<file path="src/rtl/assert_macros.svh">
`ifndef ASSERT_MACROS_SVH
`define ASSERT_MACROS_SVH

// Condition holds in the same cycle as the trigger.
`define ASSERT_IMPLIES(lbl, clk, rst_n, ante, cons, msg) \
    lbl: assert property (@(posedge clk) disable iff (!rst_n) (ante) |-> (cons)) \
        else $error(msg);

// Condition holds in the cycle after the trigger.
`define ASSERT_NEXT(lbl, clk, rst_n, ante, cons, msg) \
    lbl: assert property (@(posedge clk) disable iff (!rst_n) (ante) |=> (cons)) \
        else $error(msg);

`endif

</file>
<file path="src/rtl/lasu_ram.sv">
module lasu_ram #(
    parameter int WIDTH = 8,
    parameter int DEPTH = 2
) (
    input  logic                                    i_clk,
    input  logic                                    i_we,
    input  logic [((DEPTH > 1) ? $clog2(DEPTH) : 1)-1:0] i_waddr,
    input  logic [WIDTH-1:0]                        i_wdata,
    input  logic [((DEPTH > 1) ? $clog2(DEPTH) : 1)-1:0] i_raddr,
    output logic [WIDTH-1:0]                        o_rdata
);

    logic [WIDTH-1:0] r_mem [DEPTH];
    logic [WIDTH-1:0] r_rdata;

    always_ff @(posedge i_clk) begin
        if (i_we) begin
            r_mem[i_waddr] <= i_wdata;
        end
        r_rdata <= r_mem[i_raddr];
    end

    assign o_rdata = r_rdata;

endmodule

</file>
<file path="config.mk">
export PLATFORM = sky130hd
export DESIGN_NAME = lasu_ram
export DESIGN_NICKNAME = d
export VERILOG_FILES = /design/src/rtl/assert_macros.svh /design/src/rtl/lasu_ram.sv
export SDC_FILE = /design/constraint.sdc
export NUM_CORES = 1
export LEC_CHECK = 0
export ABC_AREA = 1
export ABC_CLOCK_PERIOD_IN_PS = 2100
export BUFFER_PORTS_ARGS = -buffer_cell sky130_fd_sc_hd__buf_2
export CELL_PAD_IN_SITES_DETAIL_PLACEMENT = 1
export CELL_PAD_IN_SITES_GLOBAL_PLACEMENT = 2
export CORE_MARGIN = 1.5
export CORE_UTILIZATION = 30
export DETAILED_ROUTE_END_ITERATION = 12
export PLACE_DENSITY = 0.65
export SLEW_MARGIN = 20
export SYNTH_ARGS = -nofsm -noshare
export SYNTH_HDL_FRONTEND = slang
export SYNTH_SLANG_ARGS = --single-unit
</file>
<file path="constraint.sdc">
create_clock -name i_clk -period 2.1 [get_ports i_clk]
set_input_delay 0.21 -clock i_clk [delete_from_list [all_inputs] [get_ports i_clk]]
set_output_delay 0.21 -clock i_clk [all_outputs]
set_load 0.005 [all_outputs]
</file>
==> flow_metrics.py <==
metrics = {
    "yosys": {
        "synth_area_leaders": "edfxtp_1, dfxtp_1, nand2_1",
        "yosys.area.top_type_share_pct": 63.16,
        "synth_seq_cells": 24,
        "synth_top_area_cell": "edfxtp_1",
        "netlist_instances": 54,
        "yosys_warnings": 0,
        "synth_fp_nets": 66,
        "post_synth.cell_area_avg_um2": 14.09,
        "synthDistinctLibCells": 7,
        "synth_area_um2": 760.7,
        "synth_seq_area_share_pct": 84.21,
    },
    "final_layout": {
        "antennaDiodeCount": 0,
        "fill_cells": 279,
        "multi_input_area_um2": 97.59,
        "final_nets": 89,
        "instances_no_fill": 105,
        "postLayoutCellArea_um2": 904.6,
        "syn_to_final_growth_pct": 18.91,
        "drive_gt1_share_pct": 30.67,
        "utilization_pct": 37.19,
        "regArea_um2": 640.6,
    },
    "clocking": {
        "cts_root_buffer": "clkbuf_4",
        "cts_buffer_depth": 2,
        "clock_latency_ps": 300,
        "ctsHoldBuffers": 0,
        "postCtsSetupBuffers": 0,
        "numCtsBuffers": 3,
        "cts_resized": 0,
        "numClockSinks": 24,
        "cts_tree": "done",
        "clkTransAtPathRegs_ps": 120,
        "h-tree-depth": 1,
    },
    "place": {
        "placed_cells": 102,
        "dp_slack_ps": 839.4,
        "dp_hpwl_um": 830.1,
        "dpl_cell_area_um2": 882.1,
        "port_buffers": 19,
        "gp_congestion": 0.6384,
    },
    "global_route": {
        "grt_pass1_vias": 453,
        "grt_pass1_wl_um": 1945,
        "grt-ovfl-total": 0,
        "grt_max_degree": 13,
        "antenna_found_initial": 0,
        "grtUsageTotal_pct": 10.11,
    },
    "floorplanning": {
        "core-area_um2": 2432,
        "start_util_pct": 31.28,
        "io_pins": 20,
        "std_cell_rows": 18,
        "dieArea_um2": 2847,
        "die_y_um": 53.36,
        "die_w_um": 53.36,
    },
    "worst_setup_path": {
        "start_kind": "flop",
        "crit_arrival_ps": 720,
        "worstPathCellList": "buf_2",
        "cp_slowest_cell": "dfxtp_1",
        "critPathTopFamily": "flip-flops",
        "cp-end-kind": "output pin",
        "cp_max_fo": 1,
        "path_class": "flop to output pin",
        "max_stage_delay_ps": 310,
        "crit_required_ps": 1890,
        "path_buf_inv": 1,
    },
    "routing": {
        "vias_per_cell": 4.190,
        "wire_per_inst_um": 10.72,
        "routed-via-count": 440,
        "first_iter_violations": 8,
        "drcViolationCount": 0,
        "drtPass1Iterations": 2,
        "antenna_left": 0,
        "wl_um": 1126,
    },
    "timing": {
        "fin_skew_ps": 0.5159,
        "timing_hold_violations_final": 0,
        "period_needed_ps": 934.1,
        "drv_slew": 0,
        "setup_slack_ps": 1166,
        "rsz0062_at_grt": "no",
        "setup_viol": 0,
        "fin_hold_ws_ps": 97.54,
        "slew_headroom_pct": 56.03,
        "fmax_ghz": 1.071,
        "tightest_slew_ps": 657.2,
        "fin_crit_sh_pct": 44.48,
        "fin_tns_setup_ps": 0,
    },
    "pwr": {
        "total_power_uw": 783.8,
        "pwr_density_cell_nw_per_um2": 866.4,
        "ir_drop_mv": 0.3516,
        "power.leakage_nw": 0.3998,
    },
    "hold_path": {
        "hold_path_class": "primary input to flop",
    },
    "flow_run": {
        "max-cap-violations": 0,
    },
    "outcome": {
        "status": "finished clean",
    },
}
==> flip-flops by register name, indices dropped and copies added, names as in the netlist <==
register / flops
o_rdata: 8
r_mem: 16
==> power breakdown <==
part / internal, mW / switching (mW) / total (mW)
combinational: 0.0227 / 0.0293 / 0.0520
sequential: 0.540 / 0.00719 / 0.547
clock: 0.0667 / 0.118 / 0.184
total: 0.630 / 0.154 / 0.784
==> kinds of logic after synthesis <==
kind of cell	share of synthesized area [%]
DFF	84.21
and+or+nand+nor	12.83
buffers and inverters	2.960
==> routing by layer <==
layer  GRT usage (%)  vias up  share of wire, %  wire length, um
met1           10.97      206                41              457
li1                -      219                 -                -
met2           17.90       13                54              604
met4           5.128        0              0.89               10
met3           2.542        2               4.8               54
met5               0        -                 0                0
==> synthesized netlist by cell type (all sizes together) <==
cell type  instances
edfxtp            16
dfxtp              8
buf                1
nor2               1
inv                3
nand2             25
==> layout by cell type, fill, tap and decap left out <==
cell | netlist | routed
edfxtp_1 | 16 | 16
dfxtp_1 | 8 | 8
nand2_1 | 25 | 25
inv_1 | 2 | 2
inv_2 | 1 | 1
nor2_1 | 1 | 1
buf_2 | 0 | 19
clkbuf_4 | 0 | 3
==> final timing paths <==
kind / startpoint / end / slack, ps / cells after the start
hold reg to reg: r_mem[1][3] / o_rdata[3] / 450 / 2
setup / recovery: o_rdata[1] / o_rdata[1] / 1170 / 1
hold / removal: i_wdata[3] / r_mem[0][3] / 100 / 1
setup reg to reg: r_mem[0][0] / o_rdata[0] / 1500 / 2
==> final cells by class <==
class | count | area share (%)
clock buffers | 3 | 2.490
multi-input cells | 26 | 10.79
flip-flops and latches | 24 | 70.82
repair buffers | 19 | 10.51
well taps | 30 | 4.149
inverters | 3 | 1.245
Note: power is estimated with default switching activity, not from simulation.
